<file path="src/pulse_timestamp_pipeline_defines.svh">
// Assertion macros for the timestamp pipeline RTL.
`ifndef PULSE_TIMESTAMP_PIPELINE_DEFINES_SVH
`define PULSE_TIMESTAMP_PIPELINE_DEFINES_SVH

// Same-cycle implication, checked outside reset.
`define PTS_ASSERT_NOW(label, clk, rst_n, ante, cons, msg) \
    label: assert property (@(posedge clk) disable iff (!rst_n) (ante) |-> (cons)) \
        else $error(msg);

// Next-cycle implication, checked outside reset.
`define PTS_ASSERT_NEXT(label, clk, rst_n, ante, cons, msg) \
    label: assert property (@(posedge clk) disable iff (!rst_n) (ante) |=> (cons)) \
        else $error(msg);

`endif

</file>
<file path="src/pts_pkg.sv">
// Types and constants for the pulse timestamp pipeline.
package pts_pkg;

    localparam int SLOT_COUNT_DEF    = 4;
    localparam int PULSE_ID_BITS_DEF = 17;

    localparam int SECONDS_W = 32;
    localparam int NANOS_W   = 30;
    localparam int STATUS_W  = 2;
    localparam int COUNT_W   = 32;

    localparam logic [STATUS_W-1:0] STATUS_OK      = 2'd0;
    localparam logic [STATUS_W-1:0] STATUS_INVALID = 2'd2;

    // Item opcodes; code 3 is unused and does nothing
    typedef enum logic [1:0] {
        KIND_WRITE    = 2'd0,
        KIND_FIDUCIAL = 2'd1,
        KIND_READ     = 2'd2
    } kind_t;

    // Outcome of the pulse ID check
    typedef struct packed {
        logic err;
        logic same_hit;
        logic skip_hit;
        logic same_pulse;
    } check_t;

    // Update request to the slot file
    typedef struct packed {
        logic wr;
        logic shift;
        logic same_pulse;
    } slot_ctrl_t;

endpackage

</file>
<file path="src/pts_check.sv">
// Pulse ID consecutiveness check for fiducial words.
module pts_check #(
    parameter int PULSE_ID_BITS = pts_pkg::PULSE_ID_BITS_DEF
) (
    input  logic [PULSE_ID_BITS-1:0] pulse_newest,
    input  logic [PULSE_ID_BITS-1:0] pulse_ahead_two,
    input  logic [PULSE_ID_BITS-1:0] pulse_ahead_one,
    input  logic [PULSE_ID_BITS-1:0] pulse_now,
    input  logic                     newest_bad,
    input  logic                     ahead_two_bad,
    input  logic                     ahead_one_bad,
    output pts_pkg::check_t          result
);
    import pts_pkg::*;

    localparam logic [PULSE_ID_BITS-1:0] ONE = PULSE_ID_BITS'(1);

    logic [PULSE_ID_BITS-1:0] diff_newest;
    logic [PULSE_ID_BITS-1:0] diff_ahead;
    logic                     any_bad;
    logic                     newest_follows;
    logic                     ahead_follows;

    // Differences wrap at the ID width, so rollover counts as consecutive
    always_comb
    begin
        diff_newest    = pulse_newest - pulse_ahead_two;
        diff_ahead     = pulse_ahead_two - pulse_ahead_one;
        any_bad        = newest_bad | ahead_two_bad | ahead_one_bad;
        newest_follows = (diff_newest == ONE);
        ahead_follows  = (diff_ahead == ONE);

        result.err        = any_bad | ~newest_follows | ~ahead_follows;
        result.same_hit   = ~any_bad & ~newest_follows & (pulse_newest == pulse_ahead_two);
        result.skip_hit   = ~any_bad & ~newest_follows & (pulse_newest != pulse_ahead_two);
        result.same_pulse = (pulse_now == pulse_ahead_one);
    end

endmodule

</file>
<file path="src/pts_slots.sv">
// Timestamp slot file: newest-slot write, shift toward current, slot read.
module pts_slots #(
    parameter int SLOT_COUNT = pts_pkg::SLOT_COUNT_DEF,
    parameter int IDX_W      = $clog2(SLOT_COUNT)
) (
    input  logic                           clk,
    input  logic                           rst_n,
    input  pts_pkg::slot_ctrl_t            ctrl,
    input  logic [pts_pkg::SECONDS_W-1:0]  wr_seconds,
    input  logic [pts_pkg::NANOS_W-1:0]    wr_nanos,
    input  logic [pts_pkg::STATUS_W-1:0]   wr_status,
    input  logic [IDX_W-1:0]               rd_idx,
    output logic [pts_pkg::SECONDS_W-1:0]  rd_seconds,
    output logic [pts_pkg::NANOS_W-1:0]    rd_nanos,
    output logic [pts_pkg::STATUS_W-1:0]   rd_status
);
    import pts_pkg::*;

    localparam int                RUN_W  = $clog2(SLOT_COUNT + 1);
    localparam logic [RUN_W-1:0]  RUN_MAX = RUN_W'(SLOT_COUNT);
    localparam logic [IDX_W-1:0]  LAST   = IDX_W'(SLOT_COUNT - 1);

    logic [SECONDS_W-1:0] seconds_reg  [SLOT_COUNT];
    logic [SECONDS_W-1:0] seconds_next [SLOT_COUNT];
    logic [NANOS_W-1:0]   nanos_reg    [SLOT_COUNT];
    logic [NANOS_W-1:0]   nanos_next   [SLOT_COUNT];
    logic [STATUS_W-1:0]  status_reg   [SLOT_COUNT];
    logic [STATUS_W-1:0]  status_next  [SLOT_COUNT];
    logic [RUN_W-1:0]     run_reg;
    logic [RUN_W-1:0]     run_next;
    logic [IDX_W-1:0]     idx_clamped;

    // Next slot contents
    always_comb
    begin
        for (int n = 0; n < SLOT_COUNT; n++)
        begin
            seconds_next[n] = seconds_reg[n];
            nanos_next[n]   = nanos_reg[n];
            status_next[n]  = status_reg[n];
        end
        run_next = run_reg;

        if (ctrl.wr)
        begin
            seconds_next[SLOT_COUNT-1] = wr_seconds;
            nanos_next[SLOT_COUNT-1]   = wr_nanos;
            // code 3 is stored as invalid
            status_next[SLOT_COUNT-1]  = (wr_status > STATUS_INVALID) ? STATUS_INVALID
                                                                     : wr_status;
        end
        else if (ctrl.shift)
        begin
            // newest slot keeps its contents
            for (int n = 0; n < SLOT_COUNT - 1; n++)
            begin
                seconds_next[n] = seconds_reg[n+1];
                nanos_next[n]   = nanos_reg[n+1];
                status_next[n]  = status_reg[n+1];
            end
            // long run of repeated pulses invalidates the current slot
            if (ctrl.same_pulse)
            begin
                if (run_reg == RUN_MAX)
                begin
                    status_next[0] = STATUS_INVALID;
                end
                else
                begin
                    run_next = run_reg + RUN_W'(1);
                end
            end
            else
            begin
                run_next = '0;
            end
        end
    end

    always_ff @(posedge clk or negedge rst_n)
    begin
        if (!rst_n)
        begin
            for (int n = 0; n < SLOT_COUNT; n++)
            begin
                seconds_reg[n] <= '0;
                nanos_reg[n]   <= '0;
                status_reg[n]  <= STATUS_INVALID;
            end
            run_reg <= '0;
        end
        else
        begin
            for (int n = 0; n < SLOT_COUNT; n++)
            begin
                seconds_reg[n] <= seconds_next[n];
                nanos_reg[n]   <= nanos_next[n];
                status_reg[n]  <= status_next[n];
            end
            run_reg <= run_next;
        end
    end

    // Read port; an index past the end reads the newest slot
    always_comb
    begin
        idx_clamped = (rd_idx > LAST) ? LAST : rd_idx;
        rd_seconds  = seconds_reg[idx_clamped];
        rd_nanos    = nanos_reg[idx_clamped];
        rd_status   = status_reg[idx_clamped];
    end

endmodule

</file>
<file path="src/pulse_timestamp_pipeline.sv">
// A word passes through the input register and then the result register; out_stall can hold it in between.
// Throughput: one word per cycle while out_stall is low; every word is finished in the single pass between them.
// While a result waits on out_stall, one more word can enter the input register.
// Reset (rst_n, async, active low): slots clear to zero with status invalid,
// the same-pulse run and both event counts clear, and both stages empty.
module pulse_timestamp_pipeline #(
    parameter int SLOT_COUNT    = pts_pkg::SLOT_COUNT_DEF,
    parameter int PULSE_ID_BITS = pts_pkg::PULSE_ID_BITS_DEF,
    parameter int IDX_W         = $clog2(SLOT_COUNT)
) (
    input  logic                           clk,
    input  logic                           rst_n,

    input  logic                           in_valid,
    output logic                           in_stall,
    input  logic [1:0]                     kind,
    input  logic [pts_pkg::SECONDS_W-1:0]  stamp_seconds,
    input  logic [pts_pkg::NANOS_W-1:0]    stamp_nanos,
    input  logic [pts_pkg::STATUS_W-1:0]   stamp_status,
    input  logic [PULSE_ID_BITS-1:0]       pulse_newest,
    input  logic [PULSE_ID_BITS-1:0]       pulse_ahead_two,
    input  logic [PULSE_ID_BITS-1:0]       pulse_ahead_one,
    input  logic [PULSE_ID_BITS-1:0]       pulse_now,
    input  logic                           newest_bad,
    input  logic                           ahead_two_bad,
    input  logic                           ahead_one_bad,
    input  logic [IDX_W-1:0]               slot_index,

    output logic                           out_valid,
    input  logic                           out_stall,
    output logic [pts_pkg::SECONDS_W-1:0]  read_seconds,
    output logic [pts_pkg::NANOS_W-1:0]    read_nanos,
    output logic [pts_pkg::STATUS_W-1:0]   read_status,
    output logic                           error_flag,
    output logic [pts_pkg::COUNT_W-1:0]    same_pulse_total,
    output logic [pts_pkg::COUNT_W-1:0]    skipped_pulse_total
);
    import pts_pkg::*;

    `include "pulse_timestamp_pipeline_defines.svh"

    localparam logic [COUNT_W-1:0] COUNT_MAX = '1;

    // input stage
    logic                     in_valid_reg;
    logic [1:0]               kind_reg;
    logic [SECONDS_W-1:0]     seconds_reg;
    logic [NANOS_W-1:0]       nanos_reg;
    logic [STATUS_W-1:0]      status_reg;
    logic [PULSE_ID_BITS-1:0] newest_reg;
    logic [PULSE_ID_BITS-1:0] ahead_two_reg;
    logic [PULSE_ID_BITS-1:0] ahead_one_reg;
    logic [PULSE_ID_BITS-1:0] now_reg;
    logic                     newest_bad_reg;
    logic                     ahead_two_bad_reg;
    logic                     ahead_one_bad_reg;
    logic [IDX_W-1:0]         idx_reg;

    // working logic
    logic                     advance;
    logic                     in_take;
    logic                     is_write;
    logic                     is_fid;
    logic                     is_read;
    check_t                   chk;
    slot_ctrl_t               slot_ctrl;
    logic [SECONDS_W-1:0]     slot_seconds;
    logic [NANOS_W-1:0]       slot_nanos;
    logic [STATUS_W-1:0]      slot_status;

    // counters
    logic [COUNT_W-1:0]       same_total_reg;
    logic [COUNT_W-1:0]       same_total_next;
    logic [COUNT_W-1:0]       skip_total_reg;
    logic [COUNT_W-1:0]       skip_total_next;

    // result stage
    logic                     out_valid_reg;
    logic [SECONDS_W-1:0]     read_seconds_reg;
    logic [NANOS_W-1:0]       read_nanos_reg;
    logic [STATUS_W-1:0]      read_status_reg;
    logic                     error_flag_reg;
    logic [COUNT_W-1:0]       same_out_reg;
    logic [COUNT_W-1:0]       skip_out_reg;

    // Handshake: the held word moves on when the result register is free
    assign advance  = in_valid_reg & (~out_valid_reg | ~out_stall);
    assign in_stall = in_valid_reg & ~advance;
    assign in_take  = in_valid & ~in_stall;

    // Opcode decode
    always_comb
    begin
        is_write = 1'b0;
        is_fid   = 1'b0;
        is_read  = 1'b0;
        unique case (kind_reg)
            KIND_WRITE:    is_write = 1'b1;
            KIND_FIDUCIAL: is_fid   = 1'b1;
            KIND_READ:     is_read  = 1'b1;
            default:       ;
        endcase
    end

    // Input register
    always_ff @(posedge clk or negedge rst_n)
    begin
        if (!rst_n)
        begin
            in_valid_reg <= 1'b0;
        end
        else if (!in_stall)
        begin
            in_valid_reg <= in_valid;
        end
    end

    always_ff @(posedge clk)
    begin
        if (in_take)
        begin
            kind_reg          <= kind;
            seconds_reg       <= stamp_seconds;
            nanos_reg         <= stamp_nanos;
            status_reg        <= stamp_status;
            newest_reg        <= pulse_newest;
            ahead_two_reg     <= pulse_ahead_two;
            ahead_one_reg     <= pulse_ahead_one;
            now_reg           <= pulse_now;
            newest_bad_reg    <= newest_bad;
            ahead_two_bad_reg <= ahead_two_bad;
            ahead_one_bad_reg <= ahead_one_bad;
            idx_reg           <= slot_index;
        end
    end

    // Pulse ID check
    pts_check #(
        .PULSE_ID_BITS (PULSE_ID_BITS)
    ) u_check (
        .pulse_newest    (newest_reg),
        .pulse_ahead_two (ahead_two_reg),
        .pulse_ahead_one (ahead_one_reg),
        .pulse_now       (now_reg),
        .newest_bad      (newest_bad_reg),
        .ahead_two_bad   (ahead_two_bad_reg),
        .ahead_one_bad   (ahead_one_bad_reg),
        .result          (chk)
    );

    // Slot file
    always_comb
    begin
        slot_ctrl.wr         = advance & is_write;
        slot_ctrl.shift      = advance & is_fid;
        slot_ctrl.same_pulse = chk.same_pulse;
    end

    pts_slots #(
        .SLOT_COUNT (SLOT_COUNT),
        .IDX_W      (IDX_W)
    ) u_slots (
        .clk        (clk),
        .rst_n      (rst_n),
        .ctrl       (slot_ctrl),
        .wr_seconds (seconds_reg),
        .wr_nanos   (nanos_reg),
        .wr_status  (status_reg),
        .rd_idx     (idx_reg),
        .rd_seconds (slot_seconds),
        .rd_nanos   (slot_nanos),
        .rd_status  (slot_status)
    );

    // Saturating event counters
    always_comb
    begin
        same_total_next = same_total_reg;
        skip_total_next = skip_total_reg;
        if (is_fid && chk.same_hit && same_total_reg != COUNT_MAX)
        begin
            same_total_next = same_total_reg + COUNT_W'(1);
        end
        if (is_fid && chk.skip_hit && skip_total_reg != COUNT_MAX)
        begin
            skip_total_next = skip_total_reg + COUNT_W'(1);
        end
    end

    always_ff @(posedge clk or negedge rst_n)
    begin
        if (!rst_n)
        begin
            same_total_reg <= '0;
            skip_total_reg <= '0;
        end
        else if (advance)
        begin
            same_total_reg <= same_total_next;
            skip_total_reg <= skip_total_next;
        end
    end

    // Result register
    always_ff @(posedge clk or negedge rst_n)
    begin
        if (!rst_n)
        begin
            out_valid_reg <= 1'b0;
        end
        else if (advance)
        begin
            out_valid_reg <= 1'b1;
        end
        else if (!out_stall)
        begin
            out_valid_reg <= 1'b0;
        end
    end

    always_ff @(posedge clk)
    begin
        if (advance)
        begin
            read_seconds_reg <= is_read ? slot_seconds : '0;
            read_nanos_reg   <= is_read ? slot_nanos : '0;
            read_status_reg  <= is_read ? slot_status : STATUS_OK;
            error_flag_reg   <= is_fid & chk.err;
            same_out_reg     <= same_total_next;
            skip_out_reg     <= skip_total_next;
        end
    end

    assign out_valid           = out_valid_reg;
    assign read_seconds        = read_seconds_reg;
    assign read_nanos          = read_nanos_reg;
    assign read_status         = read_status_reg;
    assign error_flag          = error_flag_reg;
    assign same_pulse_total    = same_out_reg;
    assign skipped_pulse_total = skip_out_reg;

    // Checks
    `PTS_ASSERT_NOW(a_stall_only_when_full, clk, rst_n, in_stall,
        (in_valid_reg && out_valid_reg && out_stall), "input stalled while a stage is free")
    `PTS_ASSERT_NEXT(a_err_only_fiducial, clk, rst_n, (advance && !is_fid),
        (!error_flag_reg), "error flag raised on a non-fiducial word")
    `PTS_ASSERT_NEXT(a_one_counter_step, clk, rst_n, 1'b1,
        (!((same_total_reg != $past(same_total_reg)) && (skip_total_reg != $past(skip_total_reg)))),
        "both event counters moved on one word")

endmodule
</file>
<file path="config.mk">
export PLATFORM = sky130hd
export DESIGN_NAME = pulse_timestamp_pipeline
export DESIGN_NICKNAME = d
export VERILOG_FILES = /design/src/pts_pkg.sv /design/src/pts_check.sv /design/src/pts_slots.sv /design/src/pulse_timestamp_pipeline.sv
export VERILOG_INCLUDE_DIRS = /design/src /design/src/src
export SDC_FILE = /design/constraint.sdc
export NUM_CORES = 1
export LEC_CHECK = 0
export BUFFER_PORTS_ARGS = -buffer_cell sky130_fd_sc_hd__buf_2
export CAP_MARGIN = 15
export CORE_UTILIZATION = 35
export DETAILED_ROUTE_END_ITERATION = 10
export SLEW_MARGIN = 25
export SYNTH_ARGS = -nofsm -noshare
export SYNTH_HDL_FRONTEND = slang
export SYNTH_HIERARCHICAL = 1
export SYNTH_SLANG_ARGS = --single-unit
export TNS_END_PERCENT = 50
</file>
<file path="constraint.sdc">
create_clock -name clk -period 4.9 [get_ports clk]
set_input_delay 0.98 -clock clk [delete_from_list [all_inputs] [get_ports clk]]
set_output_delay 0.98 -clock clk [all_outputs]
set_load 0.02 [all_outputs]
</file>
==> results of run 1 <==
## metrics by stage
step / std cells / setup slack [ns] / total power, mW / hold slack, ns / cell area, um2
2_1_floorplan: 2246 / 0.0933 / 8.12 / 0.438 / 26600
3_3_place_gp: 3396 / 0.653 / 8.65 / 0.449 / 28800
3_5_place_dp: 3396 / 0.521 / 8.78 / 0.460 / 28800
4_1_cts: 3520 / 0.507 / 14.2 / 0.427 / 31200
5_1_grt: 3524 / 0.0672 / 14.7 / 0.470 / 31300
6_report: 3524 / 0.444 / 14.0 / 0.429 / 31300
## cell families after synthesis
logic type      after synthesis
buf+inv                     175
simple gates               1036
mux                         135
fa+ha+maj                    38
compound gates              119
xor+xnor                    150
flops                       593
## critical path, stage by stage, from the launching register on
cell      delay [ns]
edfxtp_1        0.36
inv_1           0.06
ha_1            0.46
nand4_1         0.19
or3_1           0.38
a31oi_1         0.27
o31ai_1         0.13
a21oi_1         0.15
a311oi_1        0.07
and4_4          0.23
nor3b_1         0.32
nand3b_2        0.21
or3_1           0.50
a31oi_1         0.32
buf_4           0.25
nand4_1         0.12
xnor2_1         0.17
## metal layers
layer,GRT usage [%],up-vias,part of all wire (%),routed length (um)
met1,21.6,8686,44,27500
met2,27.7,469,49,31000
li1,-,8288,-,-
met4,6.54,0,3.0,1890
met5,0,-,0,0
met3,2.41,121,4.3,2740
## report_power, final
part / switching [mW] / internal, mW
Sequential: 0.561 / 6.16
Combinational: 1.02 / 0.929
Clock: 2.18 / 3.17
## area by class of cell
type / instances / share of cell area, %
flip-flops and latches: 593 / 51.8
multi-input cells: 1478 / 30.6
repair buffers: 304 / 5.49
clock buffers: 77 / 5.48
well taps: 969 / 3.88
clock inverters: 47 / 2.12
inverters: 53 / 0.652
diodes: 3 / 0.0240
## worst max path at each step
| stage | start | endpoint | slack (ns) | cells after the start |
|---|---|---|---|---|
| after CTS | ahead_two_reg[8] | skipped_pulse_total[27] | 0.51 | 16 |
| final | ahead_two_reg[8] | skipped_pulse_total[27] | 0.44 | 16 |
| after floorplan | out_stall | ahead_one_bad_reg | 0.09 | 2 |
| after global placement | ahead_two_reg[0] | same_pulse_total[18] | 0.65 | 16 |
| after detailed placement | ahead_two_reg[0] | same_pulse_total[24] | 0.52 | 15 |
| after global routing | ahead_two_reg[8] | same_total_reg[10] | 0.07 | 16 |
## cells in the final DEF (no fill, tap or decap), types with 48 or more instances in the layout
cell / count
and2_1: 65
buf_2: 272
clkbuf_16: 67
dfrtp_1: 321
edfxtp_1: 268
inv_1: 52
mux2_2: 69
mux4_2: 60
nand2_1: 650
nand3_1: 58
nand4_1: 52
nor2_1: 67
nor3_1: 48
xnor2_1: 72
xor2_1: 78
==> results.rst, run 1 <==
.. list-table::
   :header-rows: 1

   * - Metric
     - Value
   * - Synth async-reset ratio
     - 54.8%
   * - Worst min-delay path class
     - in2async
   * - Simple logic cell fraction of the synthesized area
     - 17.6%
   * - Source-to-sink clock delay at the later pin of the worst-skew pair
     - 0.62 ns
   * - Height of the die
     - 278 um
   * - I/O Buffers
     - 273
   * - Post-synthesis sequential area ratio
     - 60.8%
   * - Vias in the first global route
     - 18.1k
   * - Final count of negative-setup-slack endpoints
     - 0
   * - Post-synthesis instance area
     - 0.0266 mm2
   * - Total number of H-tree levels
     - 3
   * - Yosys cell types
     - 83
   * - Largest buffer count on any clock path
     - 3
   * - Total routing resource utilization after global routing
     - 16.6%
   * - Layout-stage area growth over the synthesis result
     - 17.4%
   * - Leading register cell type out of synthesis
     - dfrtp_1
   * - Kind of end point of the critical path
     - flop
   * - Cell with the most instances after synthesis
     - nand2_1
   * - Setup Crit Path Kind
     - reg2reg
   * - Post-synth EDFFs
     - 268
   * - Post-Synthesis Mean Instance Area
     - 11.9 um2
   * - Share of post-route cells with drive strength above 1
     - 22.5%
   * - Main combinational cell family by area after synthesis
     - simple AND/OR/NAND/NOR gates
   * - Count of nets left with antenna violations after detail routing
     - 0
   * - Fraction of synthesized cell area taken by the top area cell type
     - 30.2%
   * - CTS tree
     - built
   * - Starting density of the core
     - 35.6%
   * - Warning count from the yosys run
     - 6
   * - Multiplexer share of the synthesized area
     - 8.46%
   * - Detailed router's first-iteration violation count
     - 1185
   * - R2r endpoint
     - skipped_pulse_total[27]
   * - Number of maximum-capacitance constraint violations
     - 0
   * - Number of I/O pins
     - 274
   * - Synthesized net count
     - 2427
   * - Via Count
     - 17.6k
   * - Cts bufs inserted
     - 67
   * - Flip-flop and latch count after synthesis
     - 593
   * - DR pass1 iterations
     - 6
   * - Die Width
     - 278 um
   * - Sequential Area
     - 0.0162 mm2
   * - Power density of the placed cells
     - 448 mW/mm2
   * - Static Leak
     - 13.9 nW
   * - Routed WL per cell
     - 17.9 um
   * - Final layout net count
     - 2678
   * - HPWL Detailed
     - 41700 um
   * - Required time at the endpoint of the critical path
     - 5.25 ns
   * - Crit path time final
     - 4.46 ns
   * - Crit start category
     - flop
   * - Setup slack of the worst register-to-register path
     - 0.44 ns
   * - Fraction of the mapped netlist area in compound gates
     - 2.96%
   * - Count of cells along the worst register-to-register path
     - 16
   * - Transition at the pin with the smallest max-transition slack
     - 0.959 ns
   * - Clock skew after layout
     - 0.0236 ns
   * - Run status
     - complete, no violations
   * - Critical path data arrival time
     - 4.81 ns
   * - Adder-cell area share of the yosys netlist
     - 1.84%
   * - Placer's final routability congestion estimate
     - 0.919
   * - Clock-pin slew on the worst setup and hold paths
     - 0.06 ns
   * - Cts repair resizes
     - 0
   * - Number of standard cells after synthesis
     - 2246
   * - Area of the multi-input gates
     - 0.00956 mm2
   * - Max reg flops
     - 128
   * - Core Region
     - 0.0748 mm2
   * - Number of filler cells placed in the layout
     - 6990
   * - Clock sink total
     - 593
   * - Floorplan die area
     - 0.0772 mm2
   * - Via density per instance
     - 4.98
   * - Pin count of the biggest net entering global routing
     - 102
   * - Final setup TNS
     - 0 ns
   * - Setup Buffers After CTS
     - 0
   * - Total of hold buffers inserted after clock tree synthesis
     - 0
   * - Cell at the root of the clock tree
     - clkbuf_16
   * - RSZ-0062 raised after global routing
     - false
   * - FP Rows
     - 100
   * - Final count of hold timing violations
     - 0
   * - Remaining global-route overflow
     - 0
   * - Relative slew slack
     - 36.1%
   * - Leading post-synthesis cells by cell area
     - edfxtp_1 (30%), dfrtp_1 (30%), nand2_1 (9.2%)
   * - DR DRC count
     - 0
   * - Worst IR drop on VDD
     - 0.282 mV
   * - Fmax achieved
     - 224 MHz
   * - Share of the synthesized netlist area taken by xor and xnor gates
     - 4.93%
   * - Max Fanout on Critical Path
     - 9
   * - Final core area utilization
     - 41.8%
   * - First-pass GRT wire length
     - 101000 um
   * - Final max-slew violation count
     - 0
   * - Antenna violations before repair
     - 4
   * - Area leader, netlist
     - edfxtp_1
   * - Most used standard cells in the synthesized netlist
     - nand2_1 (650), dfrtp_1 (321), edfxtp_1 (268)
   * - Reg2Reg Launch Point
     - ahead_two_reg[8]
   * - Total wire length
     - 63100 um
   * - Final worst path period share
     - 90.9%
Power figures use the tool's default switching activity.
==> run 2, diff against run 1 <==
ABC_AREA = 1   (was unset)
==> run 2 against run 1 <==
Design area up 4.7%; critical path type unchanged; clock-buffer cell count rose by 12; utilization down 0.30 points.
==> results.rst, run 2 <==
.. list-table::
   :header-rows: 1

   * - Metric
     - Value
   * - Run status
     - complete, no violations
   * - Count of cells along the worst register-to-register path
     - 23
   * - Kind of end point of the critical path
     - flop
   * - Area leader, netlist
     - edfxtp_1
   * - Largest buffer count on any clock path
     - 3
   * - Total wire length
     - 67300 um
   * - Synth async-reset ratio
     - 54.8%
   * - Number of I/O pins
     - 274
   * - Final worst path period share
     - 75.6%
   * - Clock-pin slew on the worst setup and hold paths
     - 0.06 ns
   * - Cts bufs inserted
     - 71
   * - Crit path largest cell delay
     - 0.39 ns
   * - FP Rows
     - 103
   * - Post-synthesis instance area
     - 0.0279 mm2
   * - Fmax achieved
     - 270 MHz
   * - Flip-flop and latch count after synthesis
     - 593
   * - Portion of total power attributed to the clock network
     - 36.8%
   * - Total routing resource utilization after global routing
     - 16.8%
   * - Crit start category
     - flop
   * - Final count of negative-setup-slack endpoints
     - 0
   * - Pin count of the biggest net entering global routing
     - 205
   * - Remaining global-route overflow
     - 0
   * - Net switching power
     - 4.35 mW
   * - CTS tree
     - built
   * - Worst IR drop on VDD
     - 0.287 mV
   * - Reg2Reg Launch Point
     - ahead_two_reg[0]
   * - Synthesized net count
     - 3316
   * - Cell type with the highest occurrence count on the critical path
     - nand3_1
   * - Post-layout power
     - 14.7 mW
   * - Leading register cell type out of synthesis
     - dfrtp_1
   * - DR pass1 iterations
     - 6
   * - Routed WL per cell
     - 15.0 um
   * - Clock sink total
     - 593
   * - Hold Slack
     - 0.293 ns
   * - Total of hold buffers inserted after clock tree synthesis
     - 0
   * - I/O Buffers
     - 273
   * - Core Region
     - 0.0789 mm2
   * - First-pass GRT wire length
     - 108000 um
   * - Internal power
     - 10.4 mW
   * - Max reg flops
     - 128
   * - Relative slew slack
     - 37.6%
   * - Warning count from the yosys run
     - 6
   * - Switch share
     - 29.5%
   * - Final count of hold timing violations
     - 0
   * - Die Width
     - 284 um
   * - Count of nets left with antenna violations after detail routing
     - 0
   * - Placer's final routability congestion estimate
     - 0.876
   * - Layout Cells excl Fill
     - 4488
   * - RSZ-0062 raised after global routing
     - false
   * - Post-synthesis sequential area ratio
     - 58.1%
   * - Fraction of power consumed by sequential logic
     - 46.5%
   * - Setup crit start
     - ahead_two_reg[0]
   * - Leading cell type in the layout, fill and taps excluded
     - nand2_1
   * - Critical path's slowest cell
     - edfxtp_1
   * - Max Fanout on Critical Path
     - 6
   * - Cts repair resizes
     - 0
   * - Most used standard cells in the synthesized netlist
     - nand2_1 (1007), inv_1 (403), dfrtp_1 (321)
   * - Post-placement setup slack
     - 1.13 ns
   * - Setup Crit Path Kind
     - reg2reg
   * - Yosys cell types
     - 44
   * - Final layout net count
     - 3559
   * - Post-synth EDFFs
     - 268
   * - Floorplan die area
     - 0.0807 mm2
   * - Detailed router's first-iteration violation count
     - 1455
   * - Power density of the placed cells
     - 451 mW/mm2
   * - Transition at the pin with the smallest max-transition slack
     - 0.937 ns
   * - Height of the die
     - 284 um
   * - Critical path data arrival time
     - 4.08 ns
   * - Logic pwr share
     - 16.7%
   * - Setup Buffers After CTS
     - 0
   * - Worst-path cell chain
     - ha_1 -> fa_1 -> inv_1 -> nand3_1 -> nand2_2 -> nand2_1 -> nand2_2 -> nand2_2 -> nand3_1 -> nand2_1 -> nand3_1 -> nor2_1 -> nand2_1 -> nand2_1 -> nor2_1 -> nand3_1 -> inv_1 -> nand3_1 -> inv_2 -> nand2_1 -> nor2_1 -> nand3_1 -> and2_1
   * - Fraction of synthesized cell area taken by the top area cell type
     - 28.9%
   * - Final max-slew violation count
     - 0
   * - Post-layout worst setup margin
     - 1.19 ns
   * - Commonest cells after routing, fill and taps aside
     - nand2_1 (1007), inv_1 (402), dfrtp_1 (321)
   * - Crit path time final
     - 3.71 ns
   * - Layout-stage area growth over the synthesis result
     - 17.4%
   * - Starting density of the core
     - 35.3%
   * - Cell at the root of the clock tree
     - clkbuf_16
   * - R2r endpoint
     - skipped_pulse_total[25]
   * - DR DRC count
     - 0
   * - Cells after DPL
     - 4354
   * - Vias in the first global route
     - 20.1k
   * - Final setup TNS
     - 0 ns
   * - HPWL Detailed
     - 43600 um
   * - Leading post-synthesis cells by cell area
     - edfxtp_1 (29%), dfrtp_1 (29%), nand2_1 (14%)
   * - Total number of H-tree levels
     - 3
   * - Via density per instance
     - 4.65
   * - Share of post-route cells with drive strength above 1
     - 13.4%
   * - Static Leak
     - 15.0 nW
   * - Cell with the most instances after synthesis
     - nand2_1
   * - Number of standard cells after synthesis
     - 3135
   * - Antenna violations before repair
     - 7
   * - Via Count
     - 20.9k
   * - Clock skew after layout
     - 0.0245 ns
   * - Worst min-delay path class
     - in2async
   * - Number of maximum-capacitance constraint violations
     - 0
   * - Setup slack of the worst register-to-register path
     - 1.19 ns
   * - Source-to-sink clock delay at the later pin of the worst-skew pair
     - 0.62 ns
   * - Required time at the endpoint of the critical path
     - 5.28 ns
   * - Post-Synthesis Mean Instance Area
     - 8.89 um2
run 2: critical path, delay by kind of cell, from the launching register on:
family        cells  cell delay, ns
fa+ha+maj         2            0.61
buf+inv           3            0.55
flops             1            0.39
simple gates     18            1.89
run 2: cells by family (layout without fill, tap and decap cells):
| family | count (synthesis) | after routing | synth area share (%) |
|---|---|---|---|
| and+or+nand+nor | 1491 | 1491 | 22.0 |
| xor gates and xnor gates | 28 | 28 | 0.880 |
| other | 0 | 1 | 0 |
| DFF | 593 | 593 | 58.1 |
| adders and majority gates | 38 | 38 | 1.76 |
| buffers and inverters | 536 | 838 | 7.78 |
| AOI/OAI and AO/OA | 449 | 449 | 9.45 |
run 2: final cells by class:
class	instances	area [um2]
well taps	1050	1310
diodes	1	2.50
inverters	409	1550
fillers	7793	46200
clock inverters	43	438
clock buffers	89	2020
multi-input cells	2006	9520
repair buffers	297	1690
flip-flops and latches	593	16200
run 2: stage by stage:
stage | area [um2] | util (%)
2_1_floorplan | 27900 | -
3_3_place_gp | 30200 | 38.3
3_5_place_dp | 30200 | 38.3
4_1_cts | 32700 | 41.4
5_1_grt | 32700 | 41.5
6_report | 32700 | 41.5
run 2: how the worst max path moves through the flow:
stage | end | slack, ns | cells after the start
CTS | skipped_pulse_total[1] | 1.11 | 19
global placement | skipped_pulse_total[1] | 1.20 | 19
detailed placement | skipped_pulse_total[1] | 1.13 | 19
global route | same_pulse_total[20] | 0.79 | 21
finish | skipped_pulse_total[25] | 1.19 | 23
floorplan | ahead_one_bad_reg | 0.40 | 5
run 2: per-layer routing:
layer | share of wire (%) | up-vias | GRT usage (%)
met5 | 0.097 | - | 0
met4 | 2.4 | 10 | 5.48
met3 | 4.8 | 109 | 3.26
met2 | 46 | 431 | 26.6
li1 | - | 10600 | -
met1 | 47 | 9656 | 23.0
run 2: power by group through the flow:
stage	logic (mW)	clock network, mW	registers (mW)
after global routing	2.90	5.76	6.98
final	2.47	5.42	6.85
after floorplan	1.69	0	6.97
after CTS	2.51	5.58	6.86
after global placement	2.46	0	6.92
after detailed placement	2.49	0	6.94
